--- src/sv/dqes_pkg.sv ---
// ----------------------------------------------------------------------------
// dqes_pkg
// Shared types, codes and sizes for the dual quadrature encoder speed unit.
// ----------------------------------------------------------------------------
package dqes_pkg;

  // Datapath sizes
  localparam int CNT_W      = 32;   // pulse count and pulse rate
  localparam int RPS_W      = 48;   // revolution rate, signed Q16
  localparam int Q_FRAC     = 16;   // fractional bits of the revolution rate
  localparam int CFG_W      = 16;   // widest configuration register
  localparam int CFG_ADDR_W = 1;    // configuration register index

  // Command queue between front and back
  localparam int FIFO_DEPTH = 2;
  localparam int FIFO_PTR_W = 1;
  localparam int FIFO_CNT_W = 2;

  // Serial divider: quotient bits retired per cycle and cycles per divide
  localparam int DIV_BITS   = 2;
  localparam int DIV_STEPS  = RPS_W / DIV_BITS;
  localparam int DIV_CNT_W  = 5;

  // Configuration register indexes
  localparam logic [CFG_ADDR_W-1:0] CFG_PULSES_PER_REV = 1'd0;
  localparam logic [CFG_ADDR_W-1:0] CFG_SAMPLES_PER_S  = 1'd1;

  localparam logic [CFG_W-1:0] PPR_RESET = 16'd1;
  localparam logic [CFG_W-1:0] SPS_RESET = 16'd100;

  // Largest magnitude the 31-bit pulse rate magnitude can show
  localparam logic [CNT_W-2:0] PPS_ABS_MAX = 31'h7fff_ffff;

  // Command codes of an input transaction
  typedef enum logic [1:0] {
    CMD_EDGE  = 2'd0,
    CMD_TICK  = 2'd1,
    CMD_RESET = 2'd2,
    CMD_QUERY = 2'd3
  } cmd_t;

  // Motor codes
  localparam logic [1:0] MOTOR_LEFT  = 2'd0;
  localparam logic [1:0] MOTOR_RIGHT = 2'd1;
  localparam logic [1:0] MOTOR_BOTH  = 2'd2;
  localparam logic [1:0] MOTOR_NONE  = 2'd3;

  // Net count change of one motor from one edge transaction: -2 .. +2
  typedef logic signed [2:0] step_t;

  // Classified operation handed from front to back
  typedef struct packed {
    cmd_t       cmd;
    logic [1:0] motor;
    step_t      step_l;
    step_t      step_r;
  } op_t;

  // Back-end sequencer states
  typedef enum logic [1:0] {
    ST_IDLE,
    ST_MUL,
    ST_DIV,
    ST_RESP
  } exec_st_t;

  // Net step of one encoder: first pin counts up when the levels differ,
  // second pin counts the other way
  function automatic step_t pin_step(input logic first_edge,
                                     input logic second_edge,
                                     input logic differ);
    step_t s;
    s = 3'sd0;
    if (first_edge) begin
      s = differ ? (s + 3'sd1) : (s - 3'sd1);
    end
    if (second_edge) begin
      s = differ ? (s - 3'sd1) : (s + 3'sd1);
    end
    return s;
  endfunction

endpackage

--- src/sv/dqes_front.sv ---
// ----------------------------------------------------------------------------
// dqes_front
// Accepts input transactions and classifies them into queue operations.
// ----------------------------------------------------------------------------
module dqes_front (
  input  logic                in_valid,
  output logic                in_stall,
  input  logic [1:0]          in_cmd,
  input  logic [1:0]          in_motor,
  input  logic [3:0]          in_edge_mask,
  input  logic [3:0]          in_pin_levels,
  input  logic                fifo_full,
  output logic                push,
  output dqes_pkg::op_t       push_op
);

  logic differ_l;
  logic differ_r;
  logic is_edge;

  // Accept whenever the queue has room
  assign in_stall = fifo_full;
  assign push     = in_valid & ~fifo_full;

  // Edge classification; pins are ignored on every other command
  assign is_edge  = (dqes_pkg::cmd_t'(in_cmd) == dqes_pkg::CMD_EDGE);
  assign differ_l = in_pin_levels[0] ^ in_pin_levels[1];
  assign differ_r = in_pin_levels[2] ^ in_pin_levels[3];

  always_comb begin
    push_op.cmd   = dqes_pkg::cmd_t'(in_cmd);
    push_op.motor = in_motor;
    if (is_edge) begin
      push_op.step_l = dqes_pkg::pin_step(in_edge_mask[0], in_edge_mask[1], differ_l);
      push_op.step_r = dqes_pkg::pin_step(in_edge_mask[2], in_edge_mask[3], differ_r);
    end else begin
      push_op.step_l = 3'sd0;
      push_op.step_r = 3'sd0;
    end
  end

endmodule

--- src/sv/dqes_fifo.sv ---
// ----------------------------------------------------------------------------
// dqes_fifo
// Short operation queue that decouples the front from the back end.
// ----------------------------------------------------------------------------
module dqes_fifo (
  input  logic          clk,
  input  logic          rst_n,
  input  logic          push,
  input  dqes_pkg::op_t push_op,
  input  logic          pop,
  output dqes_pkg::op_t pop_op,
  output logic          full,
  output logic          not_empty
);

  dqes_pkg::op_t                    mem_r [dqes_pkg::FIFO_DEPTH];
  logic [dqes_pkg::FIFO_PTR_W-1:0]  wr_ptr_r, wr_ptr_nxt;
  logic [dqes_pkg::FIFO_PTR_W-1:0]  rd_ptr_r, rd_ptr_nxt;
  logic [dqes_pkg::FIFO_CNT_W-1:0]  cnt_r, cnt_nxt;

  assign full      = (cnt_r == dqes_pkg::FIFO_CNT_W'(dqes_pkg::FIFO_DEPTH));
  assign not_empty = (cnt_r != '0);
  assign pop_op    = mem_r[rd_ptr_r];

  // Pointer and fill bookkeeping
  always_comb begin
    wr_ptr_nxt = push ? (wr_ptr_r + 1'b1) : wr_ptr_r;
    rd_ptr_nxt = pop  ? (rd_ptr_r + 1'b1) : rd_ptr_r;
    cnt_nxt    = cnt_r;
    if (push && !pop) begin
      cnt_nxt = cnt_r + 1'b1;
    end else if (pop && !push) begin
      cnt_nxt = cnt_r - 1'b1;
    end
  end

  always_ff @(posedge clk) begin
    if (!rst_n) begin
      wr_ptr_r <= '0;
      rd_ptr_r <= '0;
      cnt_r    <= '0;
    end else begin
      wr_ptr_r <= wr_ptr_nxt;
      rd_ptr_r <= rd_ptr_nxt;
      cnt_r    <= cnt_nxt;
    end
  end

  // Entry storage
  always_ff @(posedge clk) begin
    if (push) begin
      mem_r[wr_ptr_r] <= push_op;
    end
  end

endmodule

--- src/sv/dqes_back.sv ---
// ----------------------------------------------------------------------------
// dqes_back
// Executes queued operations: count updates, clears, speed sampling with a
// shared multiplier and a 2-bit-per-cycle divider, and the result register.
// ----------------------------------------------------------------------------
module dqes_back (
  input  logic                                 clk,
  input  logic                                 rst_n,
  input  logic                                 op_valid,
  input  dqes_pkg::op_t                        op,
  output logic                                 pop,
  input  logic [dqes_pkg::CFG_W-1:0]           pulses_per_rev,
  input  logic [dqes_pkg::CFG_W-1:0]           samples_per_s,
  output logic                                 out_valid,
  input  logic                                 out_stall,
  output logic signed [dqes_pkg::CNT_W-1:0]    out_position_count,
  output logic signed [dqes_pkg::CNT_W-1:0]    out_pulse_rate,
  output logic [dqes_pkg::CNT_W-2:0]           out_pulse_rate_abs,
  output logic signed [dqes_pkg::RPS_W-1:0]    out_rev_rate_q16,
  output logic [dqes_pkg::RPS_W-1:0]           out_rev_rate_abs_q16
);

  localparam int CNT_W = dqes_pkg::CNT_W;
  localparam int RPS_W = dqes_pkg::RPS_W;
  localparam int CFG_W = dqes_pkg::CFG_W;
  localparam int PROD_W = CNT_W + CFG_W;

  // Per-motor state
  logic [CNT_W-1:0] count_r [2];
  logic [CNT_W-1:0] prev_r  [2];
  logic [CNT_W-1:0] pps_r   [2];
  logic [RPS_W-1:0] rps_r   [2];

  dqes_pkg::exec_st_t state_r, state_nxt;
  dqes_pkg::op_t      cur_r;
  logic               lane_r;

  // Divider registers
  logic [RPS_W-1:0]               dvd_r;
  logic [CFG_W-1:0]               rem_r;
  logic [CFG_W-1:0]               dvs_r;
  logic                           neg_r;
  logic [dqes_pkg::DIV_CNT_W-1:0] div_cnt_r;

  logic out_valid_r, out_valid_nxt;
  logic signed [CNT_W-1:0] pos_out_r;
  logic signed [CNT_W-1:0] pps_out_r;
  logic [CNT_W-2:0]        pps_abs_out_r;
  logic signed [RPS_W-1:0] rps_out_r;
  logic [RPS_W-1:0]        rps_abs_out_r;

  logic             load_out;
  logic             div_last;
  logic [CNT_W-1:0] lane_count;
  logic [CNT_W-1:0] lane_prev;
  logic [PROD_W-1:0] prod;
  logic [CNT_W-1:0] pps_new;
  logic [CNT_W-1:0] pps_mag;
  logic [RPS_W-1:0] dvd_step;
  logic [CFG_W-1:0] rem_step;
  logic [CFG_W:0]   trial;
  logic [RPS_W-1:0] rps_new;

  // Reported values
  logic             rep_on;
  logic [CNT_W-1:0] rep_count;
  logic [CNT_W-1:0] rep_pps;
  logic [RPS_W-1:0] rep_rps;
  logic [CNT_W-1:0] rep_pps_mag;

  // Sequencer: next state and control
  always_comb begin
    state_nxt = state_r;
    pop       = 1'b0;
    load_out  = 1'b0;
    unique case (state_r)
      dqes_pkg::ST_IDLE: begin
        if (op_valid) begin
          pop       = 1'b1;
          state_nxt = (op.cmd == dqes_pkg::CMD_TICK) ? dqes_pkg::ST_MUL : dqes_pkg::ST_RESP;
        end
      end
      dqes_pkg::ST_MUL: begin
        state_nxt = dqes_pkg::ST_DIV;
      end
      dqes_pkg::ST_DIV: begin
        if (div_last) begin
          state_nxt = lane_r ? dqes_pkg::ST_RESP : dqes_pkg::ST_MUL;
        end
      end
      dqes_pkg::ST_RESP: begin
        if (!out_valid_r || !out_stall) begin
          load_out  = 1'b1;
          state_nxt = dqes_pkg::ST_IDLE;
        end
      end
      default: state_nxt = dqes_pkg::ST_IDLE;
    endcase
  end

  assign div_last = (div_cnt_r == dqes_pkg::DIV_CNT_W'(dqes_pkg::DIV_STEPS - 1));

  // Pulse rate of the motor being sampled
  assign lane_count = lane_r ? count_r[1] : count_r[0];
  assign lane_prev  = lane_r ? prev_r[1]  : prev_r[0];
  assign prod       = (lane_count - lane_prev) * samples_per_s;
  assign pps_new    = prod[CNT_W-1:0];
  assign pps_mag    = pps_new[CNT_W-1] ? (~pps_new + 1'b1) : pps_new;

  // Two restoring division steps per cycle; quotient bits enter dvd_r from below
  always_comb begin
    dvd_step = dvd_r;
    rem_step = rem_r;
    trial    = '0;
    for (int i = 0; i < dqes_pkg::DIV_BITS; i++) begin
      trial    = {rem_step, dvd_step[RPS_W-1]};
      dvd_step = {dvd_step[RPS_W-2:0], 1'b0};
      if (trial >= {1'b0, dvs_r}) begin
        trial       = trial - {1'b0, dvs_r};
        dvd_step[0] = 1'b1;
      end
      rem_step = trial[CFG_W-1:0];
    end
  end

  assign rps_new = neg_r ? (~dvd_step + 1'b1) : dvd_step;

  // Result selection for the addressed motor
  assign rep_on      = ~cur_r.motor[1];
  assign rep_count   = cur_r.motor[0] ? count_r[1] : count_r[0];
  assign rep_pps     = cur_r.motor[0] ? pps_r[1]   : pps_r[0];
  assign rep_rps     = cur_r.motor[0] ? rps_r[1]   : rps_r[0];
  assign rep_pps_mag = rep_pps[CNT_W-1] ? (~rep_pps + 1'b1) : rep_pps;

  always_comb begin
    out_valid_nxt = out_valid_r;
    if (load_out) begin
      out_valid_nxt = 1'b1;
    end else if (!out_stall) begin
      out_valid_nxt = 1'b0;
    end
  end

  // Control registers
  always_ff @(posedge clk) begin
    if (!rst_n) begin
      state_r     <= dqes_pkg::ST_IDLE;
      out_valid_r <= 1'b0;
    end else begin
      state_r     <= state_nxt;
      out_valid_r <= out_valid_nxt;
    end
  end

  // Motor state: edges, clears and sampling
  always_ff @(posedge clk) begin
    if (!rst_n) begin
      for (int m = 0; m < 2; m++) begin
        count_r[m] <= '0;
        prev_r[m]  <= '0;
        pps_r[m]   <= '0;
        rps_r[m]   <= '0;
      end
    end else if (pop) begin
      if (op.cmd == dqes_pkg::CMD_EDGE) begin
        count_r[0] <= count_r[0] + {{(CNT_W-3){op.step_l[2]}}, op.step_l};
        count_r[1] <= count_r[1] + {{(CNT_W-3){op.step_r[2]}}, op.step_r};
      end else if (op.cmd == dqes_pkg::CMD_RESET) begin
        if (op.motor == dqes_pkg::MOTOR_LEFT || op.motor == dqes_pkg::MOTOR_BOTH) begin
          count_r[0] <= '0;
          prev_r[0]  <= '0;
          pps_r[0]   <= '0;
          rps_r[0]   <= '0;
        end
        if (op.motor == dqes_pkg::MOTOR_RIGHT || op.motor == dqes_pkg::MOTOR_BOTH) begin
          count_r[1] <= '0;
          prev_r[1]  <= '0;
          pps_r[1]   <= '0;
          rps_r[1]   <= '0;
        end
      end
    end else if (state_r == dqes_pkg::ST_MUL) begin
      pps_r[lane_r]  <= pps_new;
      prev_r[lane_r] <= lane_count;
    end else if (state_r == dqes_pkg::ST_DIV && div_last) begin
      rps_r[lane_r] <= rps_new;
    end
  end

  // Sampling sequence and divider datapath
  always_ff @(posedge clk) begin
    if (pop) begin
      cur_r  <= op;
      lane_r <= 1'b0;
    end else if (state_r == dqes_pkg::ST_MUL) begin
      neg_r     <= pps_new[CNT_W-1];
      dvd_r     <= {pps_mag, {dqes_pkg::Q_FRAC{1'b0}}};
      rem_r     <= '0;
      dvs_r     <= (pulses_per_rev == '0) ? CFG_W'(1) : pulses_per_rev;
      div_cnt_r <= '0;
    end else if (state_r == dqes_pkg::ST_DIV) begin
      dvd_r     <= dvd_step;
      rem_r     <= rem_step;
      div_cnt_r <= div_cnt_r + 1'b1;
      if (div_last) begin
        lane_r <= 1'b1;
      end
    end
  end

  // Result register
  always_ff @(posedge clk) begin
    if (load_out) begin
      if (rep_on) begin
        pos_out_r     <= rep_count;
        pps_out_r     <= rep_pps;
        pps_abs_out_r <= rep_pps_mag[CNT_W-1] ? dqes_pkg::PPS_ABS_MAX
                                              : rep_pps_mag[CNT_W-2:0];
        rps_out_r     <= rep_rps;
        rps_abs_out_r <= rep_rps[RPS_W-1] ? (~rep_rps + 1'b1) : rep_rps;
      end else begin
        pos_out_r     <= '0;
        pps_out_r     <= '0;
        pps_abs_out_r <= '0;
        rps_out_r     <= '0;
        rps_abs_out_r <= '0;
      end
    end
  end

  assign out_valid            = out_valid_r;
  assign out_position_count   = pos_out_r;
  assign out_pulse_rate       = pps_out_r;
  assign out_pulse_rate_abs   = pps_abs_out_r;
  assign out_rev_rate_q16     = rps_out_r;
  assign out_rev_rate_abs_q16 = rps_abs_out_r;

endmodule

--- src/sv/dual_quadrature_encoder_speed_unit.sv ---
// ----------------------------------------------------------------------------
// dual_quadrature_encoder_speed_unit
// Position and speed tracker for a left and a right quadrature encoder.
// ----------------------------------------------------------------------------
// Usage:
//   Input channel (in_valid / in_stall) carries one command per transaction:
//   pin edge, speed sample tick, motor reset or plain query. Every input
//   transaction yields exactly one result transaction on the out_ channel
//   (out_valid / out_stall) with the addressed motor's count and rates;
//   motors 2 and 3 report all zeros.
//   Configuration (cfg_we / cfg_addr / cfg_wdata) sets pulses per revolution
//   and samples per second; write only while the unit is idle.
// Timing:
//   A two-entry queue separates the input side from the execution sequencer.
//   Edge, reset and query transactions pass through the queue and the
//   sequencer's response state into the result register. A tick runs, per
//   motor in turn, one multiply state and then the serial divider (2
//   quotient bits per cycle) on the shared datapath. The sequencer takes a
//   new command only after the previous one's result is loaded.
// Reset / stall:
//   rst_n (synchronous, active low) clears counts, rates and the queue and
//   restores pulses_per_rev = 1, samples_per_second = 100. While out_stall is
//   high the result holds; the queue keeps taking input until it fills, then
//   in_stall rises.
// ----------------------------------------------------------------------------
module dual_quadrature_encoder_speed_unit (
  input  logic                                 clk,
  input  logic                                 rst_n,
  input  logic                                 in_valid,
  output logic                                 in_stall,
  input  logic [1:0]                           in_cmd,
  input  logic [1:0]                           in_motor,
  input  logic [3:0]                           in_edge_mask,
  input  logic [3:0]                           in_pin_levels,
  output logic                                 out_valid,
  input  logic                                 out_stall,
  output logic signed [dqes_pkg::CNT_W-1:0]    out_position_count,
  output logic signed [dqes_pkg::CNT_W-1:0]    out_pulse_rate,
  output logic [dqes_pkg::CNT_W-2:0]           out_pulse_rate_abs,
  output logic signed [dqes_pkg::RPS_W-1:0]    out_rev_rate_q16,
  output logic [dqes_pkg::RPS_W-1:0]           out_rev_rate_abs_q16,
  input  logic                                 cfg_we,
  input  logic [dqes_pkg::CFG_ADDR_W-1:0]      cfg_addr,
  input  logic [dqes_pkg::CFG_W-1:0]           cfg_wdata
);

  logic [dqes_pkg::CFG_W-1:0] ppr_r;
  logic [dqes_pkg::CFG_W-1:0] sps_r;

  logic          push;
  dqes_pkg::op_t push_op;
  logic          pop;
  dqes_pkg::op_t pop_op;
  logic          fifo_full;
  logic          fifo_not_empty;

  // Configuration registers
  always_ff @(posedge clk) begin
    if (!rst_n) begin
      ppr_r <= dqes_pkg::PPR_RESET;
      sps_r <= dqes_pkg::SPS_RESET;
    end else if (cfg_we) begin
      case (cfg_addr)
        dqes_pkg::CFG_PULSES_PER_REV: ppr_r <= cfg_wdata;
        dqes_pkg::CFG_SAMPLES_PER_S:  sps_r <= cfg_wdata;
        default: ;
      endcase
    end
  end

  dqes_front u_front (
    .in_valid      (in_valid),
    .in_stall      (in_stall),
    .in_cmd        (in_cmd),
    .in_motor      (in_motor),
    .in_edge_mask  (in_edge_mask),
    .in_pin_levels (in_pin_levels),
    .fifo_full     (fifo_full),
    .push          (push),
    .push_op       (push_op)
  );

  dqes_fifo u_fifo (
    .clk       (clk),
    .rst_n     (rst_n),
    .push      (push),
    .push_op   (push_op),
    .pop       (pop),
    .pop_op    (pop_op),
    .full      (fifo_full),
    .not_empty (fifo_not_empty)
  );

  dqes_back u_back (
    .clk                  (clk),
    .rst_n                (rst_n),
    .op_valid             (fifo_not_empty),
    .op                   (pop_op),
    .pop                  (pop),
    .pulses_per_rev       (ppr_r),
    .samples_per_s        (sps_r),
    .out_valid            (out_valid),
    .out_stall            (out_stall),
    .out_position_count   (out_position_count),
    .out_pulse_rate       (out_pulse_rate),
    .out_pulse_rate_abs   (out_pulse_rate_abs),
    .out_rev_rate_q16     (out_rev_rate_q16),
    .out_rev_rate_abs_q16 (out_rev_rate_abs_q16)
  );

endmodule

--- config.mk ---
export PLATFORM = sky130hd
export DESIGN_NAME = dual_quadrature_encoder_speed_unit
export DESIGN_NICKNAME = d
export VERILOG_FILES = /design/src/sv/dqes_pkg.sv /design/src/sv/dqes_front.sv /design/src/sv/dqes_fifo.sv /design/src/sv/dqes_back.sv /design/src/sv/dual_quadrature_encoder_speed_unit.sv
export SDC_FILE = /design/constraint.sdc
export NUM_CORES = 2
export LEC_CHECK = 0
export BUFFER_PORTS_ARGS = -buffer_cell sky130_fd_sc_hd__buf_4
export CAP_MARGIN = 20
export CORE_MARGIN = 4
export CORE_UTILIZATION = 50
export CTS_CLUSTER_SIZE = 28
export DETAILED_ROUTE_END_ITERATION = 6
export PLACE_DENSITY = 0.64
export SLEW_MARGIN = 20
export SYNTH_ARGS = -nofsm -noshare
export SYNTH_HDL_FRONTEND = slang
export SYNTH_SLANG_ARGS = --single-unit
--- constraint.sdc ---
create_clock -name clk -period 26.6 [get_ports clk]
set_clock_uncertainty 0.1 [all_clocks]
set_input_delay 3.99 -clock clk [delete_from_list [all_inputs] [get_ports clk]]
set_output_delay 3.99 -clock clk [all_outputs]
set_load 0.005 [all_outputs]
Yosys cells after proc, flatten, opt, wreduce, memory -nomap -nowiden
Memory sizes are Yosys's and may differ from the RTL's. A register that Yosys moved wholly into a read port is not among the register bits. Index checks and enable logic that the tools add are counted.

Bits in registers: 319. RAM bits: 308. Input port bits: 34. Output and inout port bits: 193. Word-level logic and storage cells: 202. Memories: 5.

Add/subtract/negate cells: 18. Multiply operators: 1. Order comparisons: 2. Eq/ne operators: 13. Muxes and demuxes: 92. Bitwise logic cells: 22. Reduce and logical (&&, ||, !) cells: 28.

Memory list: u_back.rps_r (depth 2, bits a word 48, read ports 2, clocked after memory_dff 0, wr ports 2, line dqes_back.sv:32) `logic [RPS_W-1:0] rps_r [2];`; u_back.count_r (depth 2, bits a word 32, read ports 2, clocked after memory_dff 0, wr ports 2, line dqes_back.sv:29) `logic [CNT_W-1:0] count_r [2];`; u_back.pps_r (depth 2, bits a word 32, read ports 2, clocked after memory_dff 0, wr ports 2, line dqes_back.sv:31) `logic [CNT_W-1:0] pps_r [2];`; u_back.prev_r (depth 2, bits a word 32, read ports 2, clocked after memory_dff 0, wr ports 2, line dqes_back.sv:30) `logic [CNT_W-1:0] prev_r [2];`; u_fifo.mem_r (depth 2, bits a word 10, read ports 1, clocked after memory_dff 1, wr ports 1, line dqes_fifo.sv:16) `dqes_pkg::op_t mem_r [dqes_pkg::FIFO_DEPTH];`.

Operator list (number): 32-bit two-way mux (16); 48-bit two-way mux (7); 48-bit by 1-bit adder with 48-bit output, second input constant (2); 48-bit NOT (2); 32-bit by 1-bit adder with 32-bit output, second input constant (2); 32-bit adder (2); 32-bit NOT (2); 32-bit OR reduction (2); 48-bit by 16-bit multiplier with 32-bit output (1); 16-bit two-way mux (3); 48-bit OR reduction (1); 47-bit two-way mux (1); 1-bit two-way mux (44); 17-bit by 16-bit greater-or-equal comparator with 1-bit output (2); 32-bit by 32-bit subtractor with 33-bit output (1); 16-bit subtractor (2); 31-bit two-way mux (1); 3-bit two-way mux (10); 16-bit zero test (1); 2-bit two-way mux (7); 2-bit equality test, second input constant (5); 1-bit OR (10); 2-bit zero test (4); 2-bit case mux with 4 select lines (1); other kinds (22) (47).

Longest topological paths before layout
Word-level depth: 10. Gate-level depth with buffers: 44.

Cells and area by module
A second synthesis with hierarchy kept.

Cell total of the unflattened synthesis: 4495. Area total of the unflattened synthesis: 46125.5 µm².

By module, submodules not included: dqes_back (times used 1, cells each 4295, area an instance 43770.7 µm², seq. area each 17076.4 µm²); dual_quadrature_encoder_speed_unit (times used 1, cells each 127, area an instance 1253.7 µm², seq. area each 640.6 µm²); dqes_fifo (times used 1, cells each 53, area an instance 939.7 µm², seq. area each 700.7 µm²); dqes_front (times used 1, cells each 20, area an instance 161.4 µm², seq. area each 0.0 µm²).

Worst setup path after synthesis
No wires, ideal clock.

Path kind: input port to flip-flop. Start: in out_stall. End: reg u_back.pos_out_r[0] (netlist: u_back.out_position_count[0]) (enable). Setup time: 1028 ps. Arrival: 17683 ps. Data required time: 25472 ps. Setup slack: 7789 ps. Stages: 1. Cells stage by stage: a21boi_0.

Word-level cells in the longest chain between the ends: 4.

Ends and longest elaborated chain: start: declaration (line dual_quadrature_encoder_speed_unit.sv:36) `input logic out_stall,`; 1-bit zero test (line dqes_back.sv:92) `if (!out_valid_r || !out_stall) begin`; 1-bit logical OR (line dqes_back.sv:92); 1-bit two-way mux (line dqes_back.sv:92); 1-bit two-way mux (line dqes_back.sv:76) `unique case (state_r)`; end signal: assignment (line dqes_back.sv:215) `pos_out_r <= rep_count;`; end: declaration (line dqes_back.sv:46) `logic signed [CNT_W-1:0] pos_out_r;`.

No other way between the ends. A chain may end at the register's enable or synchronous reset.

Final worst setup path
Start: reg u_back.lane_r. End: reg u_back.dvd_r[45], data pin.

Word-level cells in the longest chain between the ends: 7. Elaborated cells on any way between the ends: 8.

Ends and longest elaborated chain: start: declaration (line dqes_back.sv:36) `logic lane_r;`; start signal: assignment (line dqes_back.sv:194) `lane_r <= 1'b0;`; start signal: assignment (line dqes_back.sv:206) `lane_r <= 1'b1;`; 32-bit two-way mux (*) (line dqes_back.sv:104) `assign lane_count = lane_r ? count_r[1] : count_r[0];`; named net u_back.lane_count[5] (line dqes_back.sv:54) `logic [CNT_W-1:0] lane_count;`; 32-bit by 32-bit subtractor with 33-bit output (*) (line dqes_back.sv:106) `assign prod = (lane_count - lane_prev) * samples_per_s;`; 48-bit by 16-bit multiplier with 32-bit output (*) (line dqes_back.sv:106); 32-bit NOT (line dqes_back.sv:108) `assign pps_mag = pps_new[CNT_W-1] ? (~pps_new + 1'b1) : pps_new;`; 32-bit by 1-bit adder with 32-bit output (line dqes_back.sv:108); 32-bit two-way mux (*) (line dqes_back.sv:108); 48-bit two-way mux (*) (line dqes_back.sv:195) `end else if (state_r == dqes_pkg::ST_MUL) begin`; end signal: assignment (line dqes_back.sv:197) `dvd_r <= {pps_mag, {dqes_pkg::Q_FRAC{1'b0}}};`; end signal: assignment (line dqes_back.sv:202) `dvd_r <= dvd_step;`; end: declaration (line dqes_back.sv:39) `logic [RPS_W-1:0] dvd_r;`.

Mark *: on every way through the listed nets, which the timed path passes. The rest lies on a longest branch.

==> flow_summary_export.csv <==
group,metric,value,unit
sta,final.min_clock_period,11.66,ns
clock_network,clockRootBuffer,"clkbuf_16",
detailed_routing,vias,32310,
sta,relSlewSlack,23.57,%
logic_synthesis,synthTopCellsByCount,"edfxtp_1, nor2_1, nand2_1",
sta,fin_hold_ws,0.3578,ns
logic_synthesis,syn_inst,4507,
clock_network,clk_path_buf_depth,3,
critical_path,worstPathMaxFanout,58,
logic_synthesis,synth_ff_type,"edfxtp_1",
sta,worst_pin_slew,1.145,ns
logic_synthesis,ys_warn_count,0,
outcome,outcome,"finished clean",
global_route,grt_use_total,23.77,%
global_route,grt_pass1_wl,181100,µm
cells_and_area,fin_area,50770,µm²
critical_path,cp_common_cell,"fa_1",
detailed_routing,drc,0,
placement,place_inst,5742,
critical_path,crit_path_end_kind,"flip-flop",
detailed_routing,wire_per_inst,19.32,µm
sta,fin_tns_setup,0,ns
critical_path,crit_buf_inv,4,
global_route,grt_antenna_before_repair,1,
floorplanning,die_w,309.9,µm
critical_path,criticalPathCategory,"flip-flop to flip-flop",
logic_synthesis,postSynthAreaPerCell,10.11,µm²
cells_and_area,fin_nets,5185,
floorplanning,rows,110,
floorplanning,dieArea,96010,µm²
logic_synthesis,synth_fp_nets,5052,
clock_network,cts_hold_buf,0,
detailed_routing,drtIter0Drc,2446,
global_route,gr-total-overflow,0,
logic_synthesis,syn_area,45560,µm²
detailed_routing,final_antenna_net_count,0,
logic_synthesis,synth_area_leader_cell,"edfxtp_1",
sta,setup_viol,0,
clock_network,cts_setup_buffers,0,
critical_path,path_delay_family,"adder cells",
placement,port_buffers,226,
clock_network,cts_buffers,72,
logic_synthesis,ys_async_sr_fraction,0,%
logic_synthesis,synth.most_common_cell,"edfxtp_1",
clock_network,clk_latency,0.63,ns
cells_and_area,drive_gt1_share,10.41,%
floorplanning,core-area,90150,µm²
floorplanning,start_util,50.54,%
global_route,grt_max_degree,100,
sta,drv_slew,0,
clock_network,htree_levels,3,
logic_synthesis,synth.area.top_cells,"edfxtp_1, fa_1, ha_1",
critical_path,startpoint_type,"flip-flop",
clock_network,cts_repair_resize_count,0,
sta,fin_crit_sh,43.83,%
detailed_routing,first_pass_iters,5,
logic_synthesis,synth_seq_cells,623,
critical_path,cp.arrival,11.92,ns
detailed_routing,postRouteWirelength,113500,µm
logic_synthesis,synth_cell_types,89,
sta,rsz0062_at_grt,"false",
clock_network,path_clk_slew,0.06,ns
logic_synthesis,synth_top_area_share,38.36,%
global_route,grt_pass1_vias,32780,
logic_synthesis,synth_edf_count,582,
clock_network,cts_tree,"built",
logic_synthesis,synth-seq-area-share,40.16,%
cells_and_area,layout.cells.non_filler,5873,
floorplanning,die_h,309.9,µm
critical_path,cp_slowest_cell,"xor2_2",
sta,fmax,85.78,MHz
cells_and_area,area_growth,11.43,%
critical_path,cp.required,26.86,ns
detailed_routing,avgViaCountPerCell,5.502,
worst_hold_path,hp-class,"flip-flop to flip-flop",
placement,dp_hpwl,82470,µm
cells_and_area,fillCellCount,7806,
placement,dpl_cell_area,48380,µm²
clock_network,cts_sinks,623,
sta,finalHoldViolations,0,
run,maxCapViolations,0,
placement,gp_congestion,0.8684,
floorplanning,io_pins,227,
critical_path,max_stage_delay,0.91,ns
layout make-up:
cell class                 count  area, µm²  share of cell area [%]
clock inverter                45      467.9                  0.9217
inverter                     447       1678                   3.305
sequential                   623      18300                   36.05
antenna                        1      2.502                0.004929
timing repair buffer         281       2110                   4.155
tap                         1176       1471                   2.898
multi-input combinational   3215      24830                   48.92
clock buffer                  85       1903                   3.749
sequential cells by signal, indices dropped and copies added, names as in the netlist, named ones only:
register	cells
u_back.state_r	2
u_back.count_r	64
u_back.out_rev_rate_q16	47
u_back.rps_r	96
u_back.out_pulse_rate_abs	31
u_back.cur_r	2
u_back.out_pulse_rate	32
u_back.dvs_r	16
u_fifo.cnt_r	2
u_fifo.wr_ptr_r	1
u_back.out_position_count	32
u_back.neg_r	1
ppr_r	16
u_back.dvd_r	48
u_back.lane_r	1
u_back.pps_r	64
u_fifo.mem_r	16
u_back.out_rev_rate_abs_q16	48
u_fifo.rd_ptr_r	1
sps_r	16
u_back.rem_r	16
u_back.prev_r	64
u_back.div_cnt_r	5
u_back.out_valid	1
stage by stage:
| step | util [%] | worst slack (ns) |
|---|---|---|
| 6_report | 56.32 | 14.94 |
| 3_3_place_gp | 53.67 | 15.13 |
| 5_1_grt | 56.31 | 14.35 |
| 2_1_floorplan | - | 7.789 |
| 4_1_cts | 56.30 | 15.00 |
| 3_5_place_dp | 53.67 | 15.05 |
worst paths after layout:
check                                           startpoint                          to  slack, ns  depth (start not counted)
worst max-delay path            u_back.lane_r$_SDFFE_PP0P_  u_back.dvd_r[45]$_DFFE_PP_      14.94                         30
worst min-delay path                 sps_r[3]$_SDFFE_PN0P_       sps_r[3]$_SDFFE_PN0P_       0.36                          2
worst max register to register  u_back.lane_r$_SDFFE_PP0P_  u_back.dvd_r[45]$_DFFE_PP_      14.94                         30
worst min register to register       sps_r[3]$_SDFFE_PN0P_       sps_r[3]$_SDFFE_PN0P_       0.36                          2
cell families (layout without fill, tap and decap cells):
logic type	Yosys count	count (layout)	synth area share [%]
AND/OR/NAND/NOR	1588	1588	16.14
buffers and inverters	669	858	5.652
AO/OA/AOI/OAI	650	650	9.118
adder cells (fa/ha/maj)	511	511	19.13
other	0	1	0
multiplexers	191	191	4.281
flip-flops	623	623	40.16
XOR/XNOR	275	275	5.523
worst min-delay path, stage by stage (launching register included):
cell and delay (ns):
dfxtp_1 0.31, nand2_1 0.05, a21oi_1 0.05
per-layer routing:
| metal | vias up | routed length (µm) | GRT usage (%) |
|---|---|---|---|
| li1 | 15470 | - | - |
| met1 | 15830 | 48200 | 30.99 |
| met2 | 816 | 56620 | 41.68 |
| met3 | 196 | 5412 | 3.174 |
| met4 | 2 | 3220 | 6.965 |
| met5 | - | 15 | 0 |
placed cells by master, fill, tap and decap left out, types with 19 or more instances in the layout:
cell type,Yosys,final
a21boi_0,35,34
nor3_1,78,78
nor2_1,573,570
o21ai_0,132,132
xor2_1,135,132
nand3_1,44,44
clkbuf_16,0,74
mux2_2,31,31
a21o_1,58,58
inv_1,445,445
mux2i_1,160,158
o31ai_1,36,36
and2_1,190,190
a31oi_1,44,44
a21oi_1,182,181
nor2b_1,64,64
nand2b_1,32,31
fa_1,309,309
edfxtp_1,582,582
buf_4,5,281
xnor2_1,131,126
dfxtp_1,41,39
or3_1,20,19
nand4_1,23,23
and3_1,26,26
ha_1,202,200
nand2_1,453,448
o21a_1,36,36
Power is left out: the tool's default activity adds up to more than one toggle a clock period on the data nets, which glitch-free logic cannot reach.
